--- src/rtl/core/flc_pkg.sv ---
// Shared constants, types and helpers of the fader law codec.
package flc_pkg;

    // Fixed point formats of levels (dB) and of normalised fader travel.
    localparam int DB_FRACTION_BITS   = 8;
    localparam int NORM_FRACTION_BITS = 16;
    localparam int DB_ONE             = 1 << DB_FRACTION_BITS;
    localparam int NORM_ONE           = 1 << NORM_FRACTION_BITS;

    // Field and register widths.
    localparam int VALUE_W   = 20;
    localparam int FLOOR_W   = 17;
    localparam int CEIL_W    = 13;
    localparam int TOL_W     = 12;
    localparam int CFG_W     = 17;
    localparam int CFG_IDX_W = 2;

    // Internal signed width for levels, clamps and differences.
    localparam int LEVEL_W = VALUE_W + 1;
    // Normalised travel, 0 up to and including 1.0.
    localparam int NORM_W  = NORM_FRACTION_BITS + 1;
    // Width of a result before it is saturated to the field.
    localparam int RES_W   = (NORM_W + 1 > LEVEL_W) ? NORM_W + 1 : LEVEL_W;

    localparam int FIELD_MAX = (1 << (VALUE_W - 1)) - 1;
    localparam int FIELD_MIN = -(1 << (VALUE_W - 1));

    // Segment breakpoints of the fader law in level units.
    localparam int DB_M90 = -90 * DB_ONE;
    localparam int DB_M60 = -60 * DB_ONE;
    localparam int DB_M30 = -30 * DB_ONE;
    localparam int DB_M10 = -10 * DB_ONE;

    // Register values after reset.
    localparam logic signed [FLOOR_W-1:0] FLOOR_RESET     = -17'sd23040;
    localparam logic [CEIL_W-1:0]         CEILING_RESET   = 13'd2560;
    localparam logic [TOL_W-1:0]          TOLERANCE_RESET = 12'd128;

    typedef enum logic [1:0] {
        OP_ENCODE  = 2'd0,
        OP_DECODE  = 2'd1,
        OP_COMPARE = 2'd2
    } t_operation;

    typedef enum logic [1:0] {
        ENC_DB   = 2'd0,
        ENC_NORM = 2'd1,
        ENC_FLAG = 2'd2
    } t_encoding;

    typedef enum logic [CFG_IDX_W-1:0] {
        CFG_FLOOR     = 2'd0,
        CFG_CEILING   = 2'd1,
        CFG_TOLERANCE = 2'd2
    } t_cfg_index;

    // Configuration registers as seen by the datapath.
    typedef struct packed {
        logic signed [FLOOR_W-1:0] floor_db;
        logic [CEIL_W-1:0]         ceiling_db;
        logic [TOL_W-1:0]          tolerance_db;
    } t_cfg;

    // Saturate a wide result to the signed output field.
    function automatic logic signed [VALUE_W-1:0] sat_value(input logic signed [RES_W-1:0] r);
        logic signed [VALUE_W-1:0] s;
        if (r > $signed(RES_W'(FIELD_MAX))) begin
            s = VALUE_W'(FIELD_MAX);
        end else if (r < $signed(RES_W'(FIELD_MIN))) begin
            s = VALUE_W'(FIELD_MIN);
        end else begin
            s = VALUE_W'(r);
        end
        return s;
    endfunction

endpackage

--- src/rtl/core/flc_db_to_norm.sv ---
// Encoder from a clamped dB level to normalised fader travel.
module flc_db_to_norm import flc_pkg::*; (
    input  logic signed [LEVEL_W-1:0] i_level,
    output logic [NORM_W-1:0]         o_norm
);

    // Offset level within its segment; the ceiling bounds the top segment.
    localparam int X_W  = $clog2((1 << CEIL_W) + 40 * DB_ONE);
    // Numerator after the power of two part of the divisor is shifted out.
    localparam int V_W  = X_W + NORM_FRACTION_BITS - 3 - DB_FRACTION_BITS;
    // Reciprocal scaling for the remaining division by 5 or 15.
    localparam int K_W  = V_W + 4;
    localparam int M_W  = K_W - 2;
    localparam int P_W  = V_W + M_W;
    localparam int Q_W  = V_W - 2;
    localparam int SH_W = $clog2(DB_FRACTION_BITS + 6);
    localparam logic [M_W-1:0] M15 = M_W'(((64'd1 << K_W) + 64'd14) / 64'd15);
    localparam logic [M_W-1:0] M5  = M_W'(((64'd1 << K_W) + 64'd4) / 64'd5);

    logic signed [LEVEL_W-1:0]      offset;
    logic signed [LEVEL_W-1:0]      shifted_level;
    logic [SH_W-1:0]                shamt;
    logic [M_W-1:0]                 recip;
    logic [X_W-1:0]                 x;
    logic [X_W+NORM_FRACTION_BITS-1:0] num;
    logic [V_W-1:0]                 v;
    logic [P_W-1:0]                 prod;
    logic [Q_W-1:0]                 q;

    // Pick the segment: offset to its origin, divisor shift and reciprocal.
    always_comb begin
        if (i_level < DB_M60) begin
            offset = LEVEL_W'(90 * DB_ONE);
            shamt  = SH_W'(DB_FRACTION_BITS + 5);
            recip  = M15;
        end else if (i_level < DB_M30) begin
            offset = LEVEL_W'(70 * DB_ONE);
            shamt  = SH_W'(DB_FRACTION_BITS + 5);
            recip  = M5;
        end else if (i_level < DB_M10) begin
            offset = LEVEL_W'(50 * DB_ONE);
            shamt  = SH_W'(DB_FRACTION_BITS + 4);
            recip  = M5;
        end else begin
            offset = LEVEL_W'(30 * DB_ONE);
            shamt  = SH_W'(DB_FRACTION_BITS + 3);
            recip  = M5;
        end
    end

    // Positive numerator, divided by a power of two and then by 5 or 15.
    assign shifted_level = i_level + offset;
    assign x    = shifted_level[X_W-1:0];
    assign num  = {x, NORM_FRACTION_BITS'(0)};
    assign v    = V_W'(num >> shamt);
    assign prod = P_W'(v) * P_W'(recip);
    assign q    = Q_W'(prod >> K_W);

    // Silent below the law's bottom, limited to full travel at the top.
    always_comb begin
        if (i_level <= DB_M90) begin
            o_norm = '0;
        end else if (q > Q_W'(NORM_ONE)) begin
            o_norm = NORM_W'(NORM_ONE);
        end else begin
            o_norm = NORM_W'(q);
        end
    end

endmodule

--- src/rtl/core/flc_norm_to_db.sv ---
// Decoder from normalised fader travel to a dB level.
module flc_norm_to_db import flc_pkg::*; (
    input  logic signed [VALUE_W-1:0] i_value,
    input  t_cfg                      i_cfg,
    output logic signed [LEVEL_W-1:0] o_level
);

    localparam int CMP_W = ((VALUE_W > NORM_W) ? VALUE_W : NORM_W) + 1;
    localparam int P_W   = NORM_W + 9 + DB_FRACTION_BITS;
    localparam int S_W   = P_W - NORM_FRACTION_BITS;

    logic signed [CMP_W-1:0]   a_ext;
    logic [NORM_W-1:0]         trav;
    logic [P_W-1:0]            t5;
    logic [P_W-1:0]            t15;
    logic [P_W-1:0]            prod;
    logic [S_W-1:0]            scaled;
    logic signed [LEVEL_W-1:0] offset;
    logic signed [LEVEL_W-1:0] level;

    // Travel above 1.0 is taken as 1.0.
    assign a_ext = CMP_W'(i_value);
    assign trav  = (a_ext > $signed(CMP_W'(NORM_ONE))) ? NORM_W'(NORM_ONE) : NORM_W'(a_ext);

    // Constant multiples of the travel by shift and add.
    assign t5  = (P_W'(trav) << 2) + P_W'(trav);
    assign t15 = (P_W'(trav) << 4) - P_W'(trav);

    // Segment slope in dB per full travel, and the segment's dB origin.
    always_comb begin
        if (trav >= NORM_W'(NORM_ONE / 2)) begin
            prod   = t5 << (DB_FRACTION_BITS + 3);
            offset = LEVEL_W'(30 * DB_ONE);
        end else if (trav >= NORM_W'(NORM_ONE / 4)) begin
            prod   = t5 << (DB_FRACTION_BITS + 4);
            offset = LEVEL_W'(50 * DB_ONE);
        end else if (trav >= NORM_W'(NORM_ONE / 16)) begin
            prod   = t5 << (DB_FRACTION_BITS + 5);
            offset = LEVEL_W'(70 * DB_ONE);
        end else begin
            prod   = t15 << (DB_FRACTION_BITS + 5);
            offset = LEVEL_W'(90 * DB_ONE);
        end
    end

    assign scaled = S_W'(prod >> NORM_FRACTION_BITS);
    assign level  = $signed(LEVEL_W'(scaled)) - offset;

    // Zero or negative travel means the floor.
    assign o_level = (a_ext <= 0) ? LEVEL_W'(i_cfg.floor_db) : level;

endmodule

--- src/rtl/core/flc_compare.sv ---
// Agreement check between a commanded and a read-back dB level.
module flc_compare import flc_pkg::*; (
    input  logic signed [VALUE_W-1:0] i_value,
    input  logic signed [VALUE_W-1:0] i_second_value,
    input  t_cfg                      i_cfg,
    output logic                      o_agrees
);

    logic signed [LEVEL_W-1:0] a;
    logic signed [LEVEL_W-1:0] b;
    logic signed [LEVEL_W-1:0] lim;
    logic signed [LEVEL_W-1:0] diff;
    logic signed [LEVEL_W-1:0] mag;
    logic                      both_silent;
    logic                      close;

    assign a   = LEVEL_W'(i_value);
    assign b   = LEVEL_W'(i_second_value);
    assign lim = LEVEL_W'(i_cfg.floor_db) + LEVEL_W'(DB_ONE / 2);

    // Both levels near the floor count as the same silent level.
    assign both_silent = (a <= lim) && (b <= lim);

    // Otherwise the absolute difference must stay within the tolerance.
    assign diff  = a - b;
    assign mag   = (diff < 0) ? -diff : diff;
    assign close = mag <= $signed(LEVEL_W'(i_cfg.tolerance_db));

    assign o_agrees = both_silent || close;

endmodule

--- src/rtl/core/fader_law_codec_top.sv ---
// Top level of the fader law codec: registers, handshakes and result selection.
// The codec takes one word per clock unless stalled and returns one result word for every
// word it takes, in order, via the input and then the result register. Sustained
// throughput is one word per cycle without output stalls, set by the single pass of logic
// between those two registers, whose longest path is one 20 by 22 bit multiplication by
// a reciprocal constant in the dB to normalised encoder. A word is taken while an earlier
// result waits on a stalled output, if the input register has room. Configuration writes
// take effect at the next edge and must only be made while no word is in flight.
module fader_law_codec_top import flc_pkg::*; (
    input  logic                      i_clk,
    input  logic                      i_rst_n,
    // Configuration write port
    input  logic                      i_cfg_wr_en,
    input  logic [CFG_IDX_W-1:0]      i_cfg_index,
    input  logic [CFG_W-1:0]          i_cfg_data,
    // Input channel
    input  logic                      i_valid,
    output logic                      o_stall,
    input  logic [1:0]                i_operation,
    input  logic [1:0]                i_encoding,
    input  logic signed [VALUE_W-1:0] i_value,
    input  logic signed [VALUE_W-1:0] i_second_value,
    // Output channel
    output logic                      o_valid,
    input  logic                      i_stall,
    output logic signed [VALUE_W-1:0] o_result_value,
    output logic                      o_agrees
);

    t_cfg                      r_cfg;
    logic                      r_s1_valid;
    logic [1:0]                r_operation;
    logic [1:0]                r_encoding;
    logic signed [VALUE_W-1:0] r_value;
    logic signed [VALUE_W-1:0] r_second_value;
    logic                      r_out_valid;
    logic signed [VALUE_W-1:0] r_result_value;
    logic                      r_agrees;

    logic                      out_free;
    logic                      s1_take;
    logic signed [LEVEL_W-1:0] level_in;
    logic signed [LEVEL_W-1:0] floor_l;
    logic signed [LEVEL_W-1:0] ceil_l;
    logic signed [LEVEL_W-1:0] raised;
    logic signed [LEVEL_W-1:0] clamped;
    logic [NORM_W-1:0]         enc_norm;
    logic signed [LEVEL_W-1:0] dec_level;
    logic                      cmp_agrees;
    logic signed [RES_W-1:0]   n_wide;
    logic signed [VALUE_W-1:0] n_result_value;
    logic                      n_agrees;

    // Configuration registers.
    always_ff @(posedge i_clk) begin
        if (!i_rst_n) begin
            r_cfg.floor_db     <= FLOOR_RESET;
            r_cfg.ceiling_db   <= CEILING_RESET;
            r_cfg.tolerance_db <= TOLERANCE_RESET;
        end else if (i_cfg_wr_en) begin
            unique case (t_cfg_index'(i_cfg_index))
                CFG_FLOOR:     r_cfg.floor_db     <= i_cfg_data[FLOOR_W-1:0];
                CFG_CEILING:   r_cfg.ceiling_db   <= i_cfg_data[CEIL_W-1:0];
                CFG_TOLERANCE: r_cfg.tolerance_db <= i_cfg_data[TOL_W-1:0];
                default: ;
            endcase
        end
    end

    // Pipeline flow: the result register frees up when empty or taken.
    assign out_free = !r_out_valid || !i_stall;
    assign s1_take  = !r_s1_valid || out_free;
    assign o_stall  = !s1_take;

    // Input register.
    always_ff @(posedge i_clk) begin
        if (!i_rst_n) begin
            r_s1_valid <= 1'b0;
        end else if (s1_take) begin
            r_s1_valid <= i_valid;
        end
    end

    always_ff @(posedge i_clk) begin
        if (s1_take && i_valid) begin
            r_operation    <= i_operation;
            r_encoding     <= i_encoding;
            r_value        <= i_value;
            r_second_value <= i_second_value;
        end
    end

    // Clamp the level to the floor first, then to the ceiling.
    assign level_in = LEVEL_W'(r_value);
    assign floor_l  = LEVEL_W'(r_cfg.floor_db);
    assign ceil_l   = $signed(LEVEL_W'(r_cfg.ceiling_db));
    assign raised   = (level_in < floor_l) ? floor_l : level_in;
    assign clamped  = (raised > ceil_l) ? ceil_l : raised;

    flc_db_to_norm u_db_to_norm (
        .i_level (clamped),
        .o_norm  (enc_norm)
    );

    flc_norm_to_db u_norm_to_db (
        .i_value (r_value),
        .i_cfg   (r_cfg),
        .o_level (dec_level)
    );

    flc_compare u_compare (
        .i_value        (r_value),
        .i_second_value (r_second_value),
        .i_cfg          (r_cfg),
        .o_agrees       (cmp_agrees)
    );

    // Select the result by operation and wire form; unused forms act as dB.
    always_comb begin
        n_wide   = '0;
        n_agrees = 1'b0;
        unique case (t_operation'(r_operation))
            OP_ENCODE: begin
                case (t_encoding'(r_encoding))
                    ENC_NORM: n_wide = RES_W'(enc_norm);
                    ENC_FLAG: n_wide = (clamped > floor_l) ? RES_W'(1) : '0;
                    default:  n_wide = RES_W'(clamped);
                endcase
            end
            OP_DECODE: begin
                case (t_encoding'(r_encoding))
                    ENC_NORM: n_wide = RES_W'(dec_level);
                    ENC_FLAG: n_wide = (r_value >= 1) ? '0 : RES_W'(floor_l);
                    default:  n_wide = RES_W'(clamped);
                endcase
            end
            OP_COMPARE: begin
                n_agrees = cmp_agrees;
            end
            default: ;
        endcase
    end

    assign n_result_value = sat_value(n_wide);

    // Result register.
    always_ff @(posedge i_clk) begin
        if (!i_rst_n) begin
            r_out_valid <= 1'b0;
        end else if (out_free) begin
            r_out_valid <= r_s1_valid;
        end
    end

    always_ff @(posedge i_clk) begin
        if (out_free && r_s1_valid) begin
            r_result_value <= n_result_value;
            r_agrees       <= n_agrees;
        end
    end

    assign o_valid        = r_out_valid;
    assign o_result_value = r_result_value;
    assign o_agrees       = r_agrees;

`ifndef SYNTHESIS
    // Only a compare reports agreement, and a compare carries a zero value.
    a_agree_zero : assert property (@(posedge i_clk) disable iff (!i_rst_n)
        o_valid && o_agrees |-> o_result_value == '0)
        else $error("agreement reported with a nonzero result value");

    // The input is stalled only when both registers hold words and the output is stalled.
    a_stall_full : assert property (@(posedge i_clk) disable iff (!i_rst_n)
        o_stall |-> r_s1_valid && r_out_valid && i_stall)
        else $error("input stalled while the pipeline has room");

    // A full, stalled pipeline keeps both of its words.
    a_hold_full : assert property (@(posedge i_clk) disable iff (!i_rst_n)
        r_s1_valid && r_out_valid && i_stall |=> r_s1_valid && r_out_valid)
        else $error("word lost while the output was stalled");

    // A taken result with nothing behind it leaves the output empty.
    a_drain : assert property (@(posedge i_clk) disable iff (!i_rst_n)
        r_out_valid && !i_stall && !r_s1_valid |=> !r_out_valid)
        else $error("result repeated after it was taken");
`endif

endmodule

--- config.mk ---
export PLATFORM = sky130hd
export DESIGN_NAME = fader_law_codec_top
export DESIGN_NICKNAME = d
export VERILOG_FILES = /design/src/rtl/core/flc_pkg.sv /design/src/rtl/core/flc_db_to_norm.sv /design/src/rtl/core/flc_norm_to_db.sv /design/src/rtl/core/flc_compare.sv /design/src/rtl/core/fader_law_codec_top.sv
export SDC_FILE = /design/constraint.sdc
export NUM_CORES = 1
export LEC_CHECK = 0
export BUFFER_PORTS_ARGS = -buffer_cell sky130_fd_sc_hd__buf_4
export CORE_ASPECT_RATIO = 1.5
export CORE_MARGIN = 2
export CORE_UTILIZATION = 45
export CTS_CLUSTER_DIAMETER = 120
export DETAILED_ROUTE_END_ITERATION = 10
export SYNTH_ARGS = -nofsm -noshare
export SYNTH_HDL_FRONTEND = slang
export SYNTH_SLANG_ARGS = --single-unit
export TNS_END_PERCENT = 30
--- constraint.sdc ---
create_clock -name i_clk -period 16.4 [get_ports i_clk]
set_input_delay 3.28 -clock i_clk [delete_from_list [all_inputs] [get_ports i_clk]]
set_output_delay 3.28 -clock i_clk [all_outputs]
set_load 0.005 [all_outputs]
Word level (Yosys, flattened, before mapping)
Index checks and enable logic that the tools add are counted.
- register bits: 109
- bits in latches: 0
- memory bits (writable): 0
- ROM bits: 0
- input port bits: 68
- output and inout bits: 23
- word-level logic and storage cells: 87
- memories kept: 0
- add/subtract/negate cells: 7
- multipliers: 1
- divide/modulo/power cells: 0
- order comparisons: 20
- equality and inequality tests: 6
- shifts and indexed selects: 1
- multiplexer cells: 26
- bitwise operators: 0
- reduce and logical (&&, ||, !) cells: 15
- operators by type and width (cell ; number):
    21-bit one-hot mux with 2 select lines ; 3
    21-bit two-way mux ; 5
    34-bit two-way mux ; 3
    15-bit two-way mux ; 4
    17-bit two-way mux ; 3
    20-bit by 22-bit multiplier with 42-bit output ; 1
    20-bit by 18-bit <= comparator with 1-bit output ; 2
    31-bit by 4-bit >> shifter with 20-bit output ; 1
    22-bit two-way mux ; 1
    21-bit by 14-bit > comparator with 1-bit output ; 1
    21-bit by 17-bit > comparator with 1-bit output ; 1
    21-bit by 20-bit > comparator with 1-bit output, second input constant ; 1
    21-bit by 13-bit <= comparator with 1-bit output ; 1
    21-bit by 16-bit <= comparator with 1-bit output, second input constant ; 1
    21-bit by 1-bit < comparator with 1-bit output, second input constant ; 1
    21-bit by 13-bit < comparator with 1-bit output, second input constant ; 1
    21-bit by 14-bit < comparator with 1-bit output, second input constant ; 1
    21-bit by 15-bit < comparator with 1-bit output, second input constant ; 1
    21-bit by 20-bit < comparator with 1-bit output, second input constant ; 1
    21-bit negator ; 1
    19-bit by 21-bit subtractor with 21-bit output ; 1
    20-bit by 20-bit subtractor with 21-bit output ; 1
    21-bit by 17-bit subtractor with 21-bit output ; 1
    19-bit by 17-bit adder with 20-bit output ; 1
    23 further kinds ; 38

Longest topological paths before layout
Gate-level depths: netlist of run 1.
- depth after elaboration: 18
- depth in mapped cells: 62
- gate-level depth less buffers: 54

Hierarchy
Synthesis of run 1 repeated with hierarchy kept, for this count alone.
- cell total of the unflattened synthesis: 2325
- area total of the unflattened synthesis: 19997.9 µm²
- modules (own cells, without submodules) (module ; times used ; cells an instance ; area an instance (µm²) ; seq. area each (µm²)):
    flc_db_to_norm ; 1 ; 835 ; 7495.9 ; 0.0
    fader_law_codec_top ; 1 ; 584 ; 6274.8 ; 2832.7
    flc_compare ; 1 ; 460 ; 3405.8 ; 0.0
    flc_norm_to_db ; 1 ; 446 ; 2821.5 ; 0.0

Worst setup path before layout of run 1
OpenSTA, ideal clock, no wires.
- kind: register to register
- start point: register r_cfg, in the netlist floor_l[16]
- end point: register r_result_value[5], in the netlist o_result_value[5], data pin
- setup time: 0.256 ns
- arrival: 13.785 ns
- required time: 16.144 ns
- setup slack: 2.359 ns
- stages on the path, launching flop included: 61
- path buffers: 9
- period minus slack after synthesis: 14.041 ns
- cell sequence: dfxtp_1 clkbuf_1 inv_1 ha_1 nand4_1 nor4_1 o21ai_1 and4_1 nor2_4 buf_4 buf_2 buf_1 clkbuf_1 o21ai_0 ha_1 nand4_1 or4_1 nor4_1 [25 not listed] fa_1 inv_1 fa_1 ha_1 ha_1 buf_6 a211o_1 or4b_1 a21oi_2 a21boi_4 o21ai_2 a221o_2 a21oi_2 xnor2_1 nor4_1 buf_4 a211o_1 a31o_2
- word-level cells in the longest chain between the ends: 18
- elaborated cells on any way between the ends: 31
- classes of those cells: 1 x add/sub; 1 x mul; 10 x order compare; 1 x shift; 18 x mux
- RTL lines (item ; line ; RTL):
    start, declared ; fader_law_codec_top.sv:30 ; t_cfg r_cfg;
    20-bit by 17-bit < comparator with 1-bit output ; fader_law_codec_top.sv:97 ; assign raised = (level_in < floor_l) ? floor_l : level_in;
    21-bit two-way mux ; fader_law_codec_top.sv:97 ;
    21-bit by 14-bit > comparator with 1-bit output ; fader_law_codec_top.sv:98 ; assign clamped = (raised > ceil_l) ? ceil_l : raised;
    21-bit two-way mux ; fader_law_codec_top.sv:98 ;
    21-bit by 13-bit < comparator with 1-bit output ; flc_db_to_norm.sv:40 ; end else if (i_level < DB_M10) begin
    14-bit two-way mux ; flc_db_to_norm.sv:40 ;
    15-bit two-way mux ; flc_db_to_norm.sv:36 ; end else if (i_level < DB_M30) begin
    15-bit two-way mux ; flc_db_to_norm.sv:32 ; if (i_level < DB_M60) begin
    [2 not listed] ; - ;
    20-bit by 22-bit multiplier with 42-bit output ; flc_db_to_norm.sv:56 ; assign prod = P_W'(v) * P_W'(recip);
    18-bit by 17-bit > comparator with 1-bit output ; flc_db_to_norm.sv:63 ; end else if (q > Q_W'(NORM_ONE)) begin
    17-bit two-way mux ; flc_db_to_norm.sv:63 ;
    17-bit two-way mux ; flc_db_to_norm.sv:61 ; if (i_level <= DB_M90) begin
    21-bit one-hot mux with 2 select lines ; fader_law_codec_top.sv:124 ; case (t_encoding'(r_encoding))
    21-bit one-hot mux with 2 select lines (*) ; fader_law_codec_top.sv:122 ; unique case (t_operation'(r_operation))
    21-bit by 20-bit < comparator with 1-bit output ; flc_pkg.sv:69 ; end else if (r < $signed(RES_W'(FIELD_MIN))) begin
    20-bit two-way mux ; flc_pkg.sv:69 ;
    end signal, assigned ; fader_law_codec_top.sv:157 ; r_result_value <= n_result_value;
    end, declared ; fader_law_codec_top.sv:37 ; logic signed [VALUE_W-1:0] r_result_value;
Every way passes the cells marked *; elsewhere a longest branch is shown, timed or not.
A chain may end at the register's enable or synchronous reset.

Worst setup path in the final report of run 1
- start point: register r_cfg, in the netlist floor_l[16]
- end point: register r_result_value[11], in the netlist o_result_value[11], data pin
The elaborated chain is that of the path after synthesis.

==> run summary, run 1 <==
Mapped Cells: 2,262
CTS Hold Bufs: 0
# setup viols final: 0
Post-synth cell types: 94
Post-Synth XOR/XNOR Area: 0.0355
Largest family of logic cells by synthesized area: adder cells
Die width: 172 µm
Status: complete, no violations
Pre-CTS setup slack: 1.06 ns
# IOs: 91
CP Data Required Time: 16.66 ns
Async set-or-reset flop fraction in the synthesized netlist: 0
H-tree depth: 3
CTS sink cnt: 109
Number of synthesized flops with an enable pin: 65
HPWL after DPL: 53,500 µm
Post-route minimum period: 15.16 ns
Period utilization: 0.924
Worst setup SP type: flop
Antenna violations before repair: 0
# DRC: 0
Routed Antenna Nets: 0
# rows: 92
Die Span Y: 256 µm
DRT iter0 DRCs: 908
Diodes inserted: 0
Yosys top cell by area: ha_1
Starting Density: 0.454
Top cells by area, synth: ha_1, fa_1, edfxtp_1, inv_1, dfxtp_1
Clock buffer count from CTS: 9
Core ar.: 41,800 µm²
Clock Tree Root: clkbuf_16
Fin nets: 2,864
Slew @ Worst Pin: 1.14 ns
Clock slew at reported path FFs: 0.08 ns
WL per Instance: 21.6 µm
Complex-gate fraction of the synthesized area: 0.216
Register area share after synthesis: 0.149
Max cap viols: 0
Routability cong.: 0.987
CTS tree: done
Share of layout cells above drive strength 1: 0.0770
Final-report max-slew violation count: 0
Vias per cell: 5.90
Register bit count reported by yosys: 109
Syn_area_per_cell: 8.39 µm²
Final setup margin: 1.24 ns
Final Hold Viols: 0
Global route overflow: 0
Setup_tns: 0 ns
RSZ-0062 raised after global routing: no
Top cell type's share of synthesized area: 0.216
Prevailing post-synth register cell: edfxtp_1
P&R area growth vs syn: 9.02%
Fmax: 0.0660 GHz
Port Buffers: 90
DIE AREA: 43,900 µm²
Post-synthesis simple-gate area fraction: 0.154
Yosys Warn Count: 0
GRT Overall Usage: 0.290
Vias in the first global route: 17,600
Max Buffers Root-to-Sink: 2
Kind of critical path: flop to flop
Critical Path Sink Type: flop
Peak fanout along the critical path: 29
Netlist Area Pre-Place: 19,000 µm²
Clock latency on the worst-skew pair: 0.39 ns
Post-synthesis mux area share: 0.0212
Crit path DAT: 15.41 ns
Largest net degree at the start of global routing: 45
Max incr delay on CP: 0.86 ns
Slowest cell on the critical path: o21ai_0
First-pass GRT wire length: 97,300 µm
Vias post-DR: 17,200
DR pass1 iterations: 7
Rel. slew slack: 0.217
Synth Area in Adders: 0.345
Final WL: 63,000 µm
Worst hold path type: flop to flop
Worst Skew: 0.0158 ns
-- synthesized netlist by cell type, types with 12 or more instances --
library cell,n
ha_1,328
inv_1,328
nand2_1,209
nor2_1,130
fa_1,122
a21oi_1,117
o21ai_0,100
edfxtp_1,65
a21o_1,62
clkbuf_1,52
xnor2_1,52
dfxtp_1,44
nand3_1,40
nor3_1,40
a21boi_0,37
mux2i_1,31
nand4_1,30
a211oi_1,29
o211ai_1,28
xor2_1,25
a221oi_1,21
nand2b_1,21
a31oi_1,19
nor4_1,18
o21a_1,17
or3_1,17
and2_1,16
nor2b_1,16
and3_1,15
o21bai_1,14
a211o_1,12
o31ai_1,12
-- worst max-delay path, delay by kind of cell, from the launching register on --
family          cells  cell delay [ns]
compound gates     16             4.02
xor+xnor            1             0.15
fa+ha+maj          11             4.89
buf+inv             7             1.12
flops               1             0.56
mux                 1             0.42
simple gates       13             3.84
-- metrics by stage --
step                      instances  cell area [µm²]  hold slack, ns   util
after global routing           2915            20700           0.498  0.495
after floorplan                2280            19100           0.443      -
final                          2915            20700           0.472  0.495
after detailed placement       2899            20400           0.463  0.488
after global placement         2899            20400           0.454  0.488
after CTS                      2915            20700           0.474  0.495
-- final cells by class --
cell class	instances	area, µm²
timing repair buffer	118	886
clock buffer	11	243
sequential	109	2830
clock inverter	5	42.5
tap	564	706
fill	4177	21100
multi-input combinational	1779	14800
inverter	329	1230
-- placed cells by master (no fill, tap or decap), types with 44 or more instances in the layout --
master / synthesis / routed
o21ai_0: 100 / 100
xnor2_1: 52 / 52
edfxtp_1: 65 / 65
fa_1: 122 / 122
nor2_1: 130 / 129
buf_4: 2 / 118
a21oi_1: 117 / 117
inv_1: 328 / 328
dfxtp_1: 44 / 44
a21o_1: 62 / 62
ha_1: 328 / 328
nand2_1: 209 / 209
-- registers in the layout, indices dropped and copies added (netlist names), 2 cells and up --
signal / flops
o_result_value: 20
r_second_value: 20
r_value: 20
floor_l: 17
ceil_l: 13
r_cfg: 12
r_encoding: 2
r_operation: 2
-- logic make-up after synthesis --
kind of cell / Yosys count
and+or+nand+nor: 605
muxes: 39
xor gates and xnor gates: 77
other: 2
AOI/OAI and AO/OA: 588
DFF: 109
adders and majority gates: 450
buffers and inverters: 392
-- layer usage --
metal	wire length, µm	global-route usage	part of all wire	vias to the layer above
met5	0	0	0	-
met4	5030	0.205	0.080	0
met3	2120	0.0295	0.034	189
met2	33500	0.539	0.53	503
met1	22300	0.297	0.35	8270
li1	-	-	-	8228
-- worst paths after layout --
| check | from | endpoint | slack (ns) | depth (start not counted) |
|---|---|---|---|---|
| max reg2reg | floor_l[16] | o_result_value[11] | 1.24 | 49 |
| min | r_cfg[10] | r_cfg[10] | 0.47 | 2 |
| min reg2reg | r_cfg[10] | r_cfg[10] | 0.47 | 2 |
| max | floor_l[16] | o_result_value[11] | 1.24 | 49 |
-- repair_timing --
item | in CTS | in global routing
gates resized for setup | 0 | 2
setup buffers | 0 | 0
endpoints found under the setup margin | 0 | 7
Power of run 1 is not shown: default switching activity piles up to over one toggle a cycle in this logic, so the estimate is an artifact.
==> run 2, diff against run 1 <==
--- a/config.mk
+++ b/config.mk
@@ -5,6 +5,7 @@
 export SDC_FILE = /design/constraint.sdc
 export NUM_CORES = 1
 export LEC_CHECK = 0
+export ABC_AREA = 1
 export BUFFER_PORTS_ARGS = -buffer_cell sky130_fd_sc_hd__buf_4
 export CORE_ASPECT_RATIO = 1.5
 export CORE_MARGIN = 2
==> run 2 against run 1 <==
  * Non-clock buffer count decreased by 22
  * Flip-flop and latch count unchanged
  * Cell area decreased by 0.52%
  * Routed wire length increased by 4.1%
  * Count of clock-buffer cells in the layout decreased by 2
  * Critical endpoint is now o_result_value[5]
  * Core utilization decreased by 0.26 points
  * Via count increased by 3.7%
  * Cell count increased by 13%
  * Area after synthesis about the same
  * First-iteration DRC count decreased by 5.8%
  * Global-route usage increased by 1.2 points
  * Critical path depth increased by 17
==> run summary, run 2 <==
Status: complete, no violations
Slew @ Worst Pin: 1.32 ns
Port Buffers: 90
Kind of critical path: flop to flop
Vias in the first global route: 18,400
Worst path depth: 66
Post-CTS Resized: 0
DR pass1 iterations: 5
Peak fanout along the critical path: 32
Vias post-DR: 17,800
Slowest cell on the critical path: nand2_1
Worst R2R Setup Slack: 1.72 ns
Area of the multi-input gates: 14,100 µm²
Fin nets: 3,256
Fmax: 0.0681 GHz
Clock slew at reported path FFs: 0.10 ns
Die Span Y: 256 µm
Top cell type's share of synthesized area: 0.216
Prevailing post-synth register cell: edfxtp_1
H-tree depth: 3
Commonest cells in the netlist: nand2_1, inv_1, ha_1
Mapped Cells: 2,660
Post-route minimum period: 14.68 ns
Commonest non-fill, non-tap cells in the layout: nand2_1, inv_1, ha_1
Worst Skew: 0.0182 ns
WL per Instance: 19.8 µm
Die width: 172 µm
Critical Path Sink Type: flop
# setup viols final: 0
# IOs: 91
Critical Path End: o_result_value[5]
Most frequent cell after synthesis: nand2_1
Global route overflow: 0
Rel. slew slack: 0.113
Top cells by area, synth: ha_1, fa_1, nand2_1, edfxtp_1, inv_1
Yosys top cell by area: ha_1
CTS Hold Bufs: 0
Crit path launch: floor_l[16]
Yosys Warn Count: 0
Max incr delay on CP: 0.68 ns
Max Buffers Root-to-Sink: 2
Reg2Reg Depth: 66
Post-synth cell types: 62
Most used cell, CP: nand2_1
Netlist Area Pre-Place: 19,000 µm²
Clock latency on the worst-skew pair: 0.40 ns
HPWL after DPL: 56,800 µm
Routed Antenna Nets: 0
RR Endpoint: o_result_value[5]
Routability cong.: 0.998
Final WL: 65,600 µm
Max cap viols: 0
Vias per cell: 5.39
Setup_tns: 0 ns
Starting Density: 0.454
DRT iter0 DRCs: 855
DIE AREA: 43,900 µm²
CP Data Required Time: 16.65 ns
Antenna violations before repair: 1
Period utilization: 0.895
Core ar.: 41,800 µm²
# DRC: 0
Buffers & Inverters on Critical Path: 6
Delay-heaviest family, CP: simple AND/OR/NAND/NOR gates
Diodes inserted: 0
Postcts setup bufs: 0
Crit path DAT: 14.93 ns
Final-report max-slew violation count: 0
Register bit count reported by yosys: 109
Clock buffer count from CTS: 9
Worst setup SP type: flop
Share of layout cells above drive strength 1: 0.0550
Async set-or-reset flop fraction in the synthesized netlist: 0
Register area share after synthesis: 0.149
Worst hold path type: flop to flop
Commonest non-fill, non-tap cell in the layout: nand2_1
Reg area: 2830 µm²
Final Hold Viols: 0
GRT Overall Usage: 0.303
Number of synthesized flops with an enable pin: 65
# rows: 92
Number of fillers in the final layout: 4,352
RSZ-0062 raised after global routing: no
Worst reg2reg startpoint: floor_l[16]
First-pass GRT wire length: 100,000 µm
Largest net degree at the start of global routing: 45
CTS sink cnt: 109
P&R area growth vs syn: 8.42%
Syn_area_per_cell: 7.14 µm²
Clock Tree Root: clkbuf_16
CTS tree: done
-- run 2: changes by cell type after synthesis, sizes merged, moves of 24 or more --
cell / previous run / this run
o21ai: 104 / 150
xnor2: 52 / 21
a21o: 62 / 18
a21oi: 121 / 208
nand2: 210 / 569
nor2: 131 / 204
nand3: 41 / 152
xor2: 25 / 56
a21boi: 38 / 1
nor3: 41 / 14
inv: 328 / 513
mux2i: 32 / 0
clkbuf: 52 / 28
-- run 2: how the worst min path moves through the flow --
stage	endpoint	start	depth (start not counted)
final	r_cfg[9]	r_cfg[9]	2
after global routing	r_cfg[8]	r_cfg[8]	2
after CTS	r_cfg[10]	r_cfg[10]	2
after detailed placement	r_cfg[10]	r_cfg[10]	2
after global placement	r_cfg[11]	r_cfg[11]	2
after floorplan	r_cfg[3]	r_cfg[3]	2
-- run 2: per-layer routing --
metal	track usage	wire (µm)	part of all wire	up-vias
met2	0.575	35000	0.53	494
met3	0.0342	2290	0.035	207
met5	0	8	0.00012	-
met4	0.235	6030	0.092	2
li1	-	-	-	8797
met1	0.288	22200	0.34	8319
-- run 2: metrics by stage --
| step | hold slack (ns) | instances | setup WS [ns] | instance area [µm²] | utilization |
|---|---|---|---|---|---|
| 2_1_floorplan | 0.435 | 2678 | 5.01 | 19100 | - |
| 3_3_place_gp | 0.455 | 3291 | 2.15 | 20300 | 0.485 |
| 3_5_place_dp | 0.458 | 3291 | 1.83 | 20300 | 0.485 |
| 4_1_cts | 0.473 | 3307 | 1.79 | 20600 | 0.493 |
| 5_1_grt | 0.495 | 3307 | 0.503 | 20600 | 0.493 |
| 6_report | 0.469 | 3307 | 1.72 | 20600 | 0.493 |
-- run 2: cell families after synthesis --
family,count (synthesis),share of synthesized area
AND/OR/NAND/NOR,1006,0.223
buffers and inverters,564,0.114
AO/OA/AOI/OAI,452,0.134
adder cells (fa/ha/maj),450,0.345
flip-flops,109,0.149
XOR/XNOR,77,0.0355
other,2,0.000395
-- run 2: cell type report --
| cell class | instances | share of cell area |
|---|---|---|
| multi-input cells | 2005 | 0.684 |
| inverters | 517 | 0.0943 |
| clock buffers | 9 | 0.0109 |
| well taps | 564 | 0.0343 |
| flip-flops and latches | 109 | 0.138 |
| repair buffers | 96 | 0.0350 |
| clock inverters | 7 | 0.00444 |
-- run 2: tightest hold or removal path, cell delays in order, from the launching register on --
cell,delay (ns)
dfxtp_1,0.31
inv_1,0.06
a21oi_1,0.06
Power of run 2 is left out for the same reason.
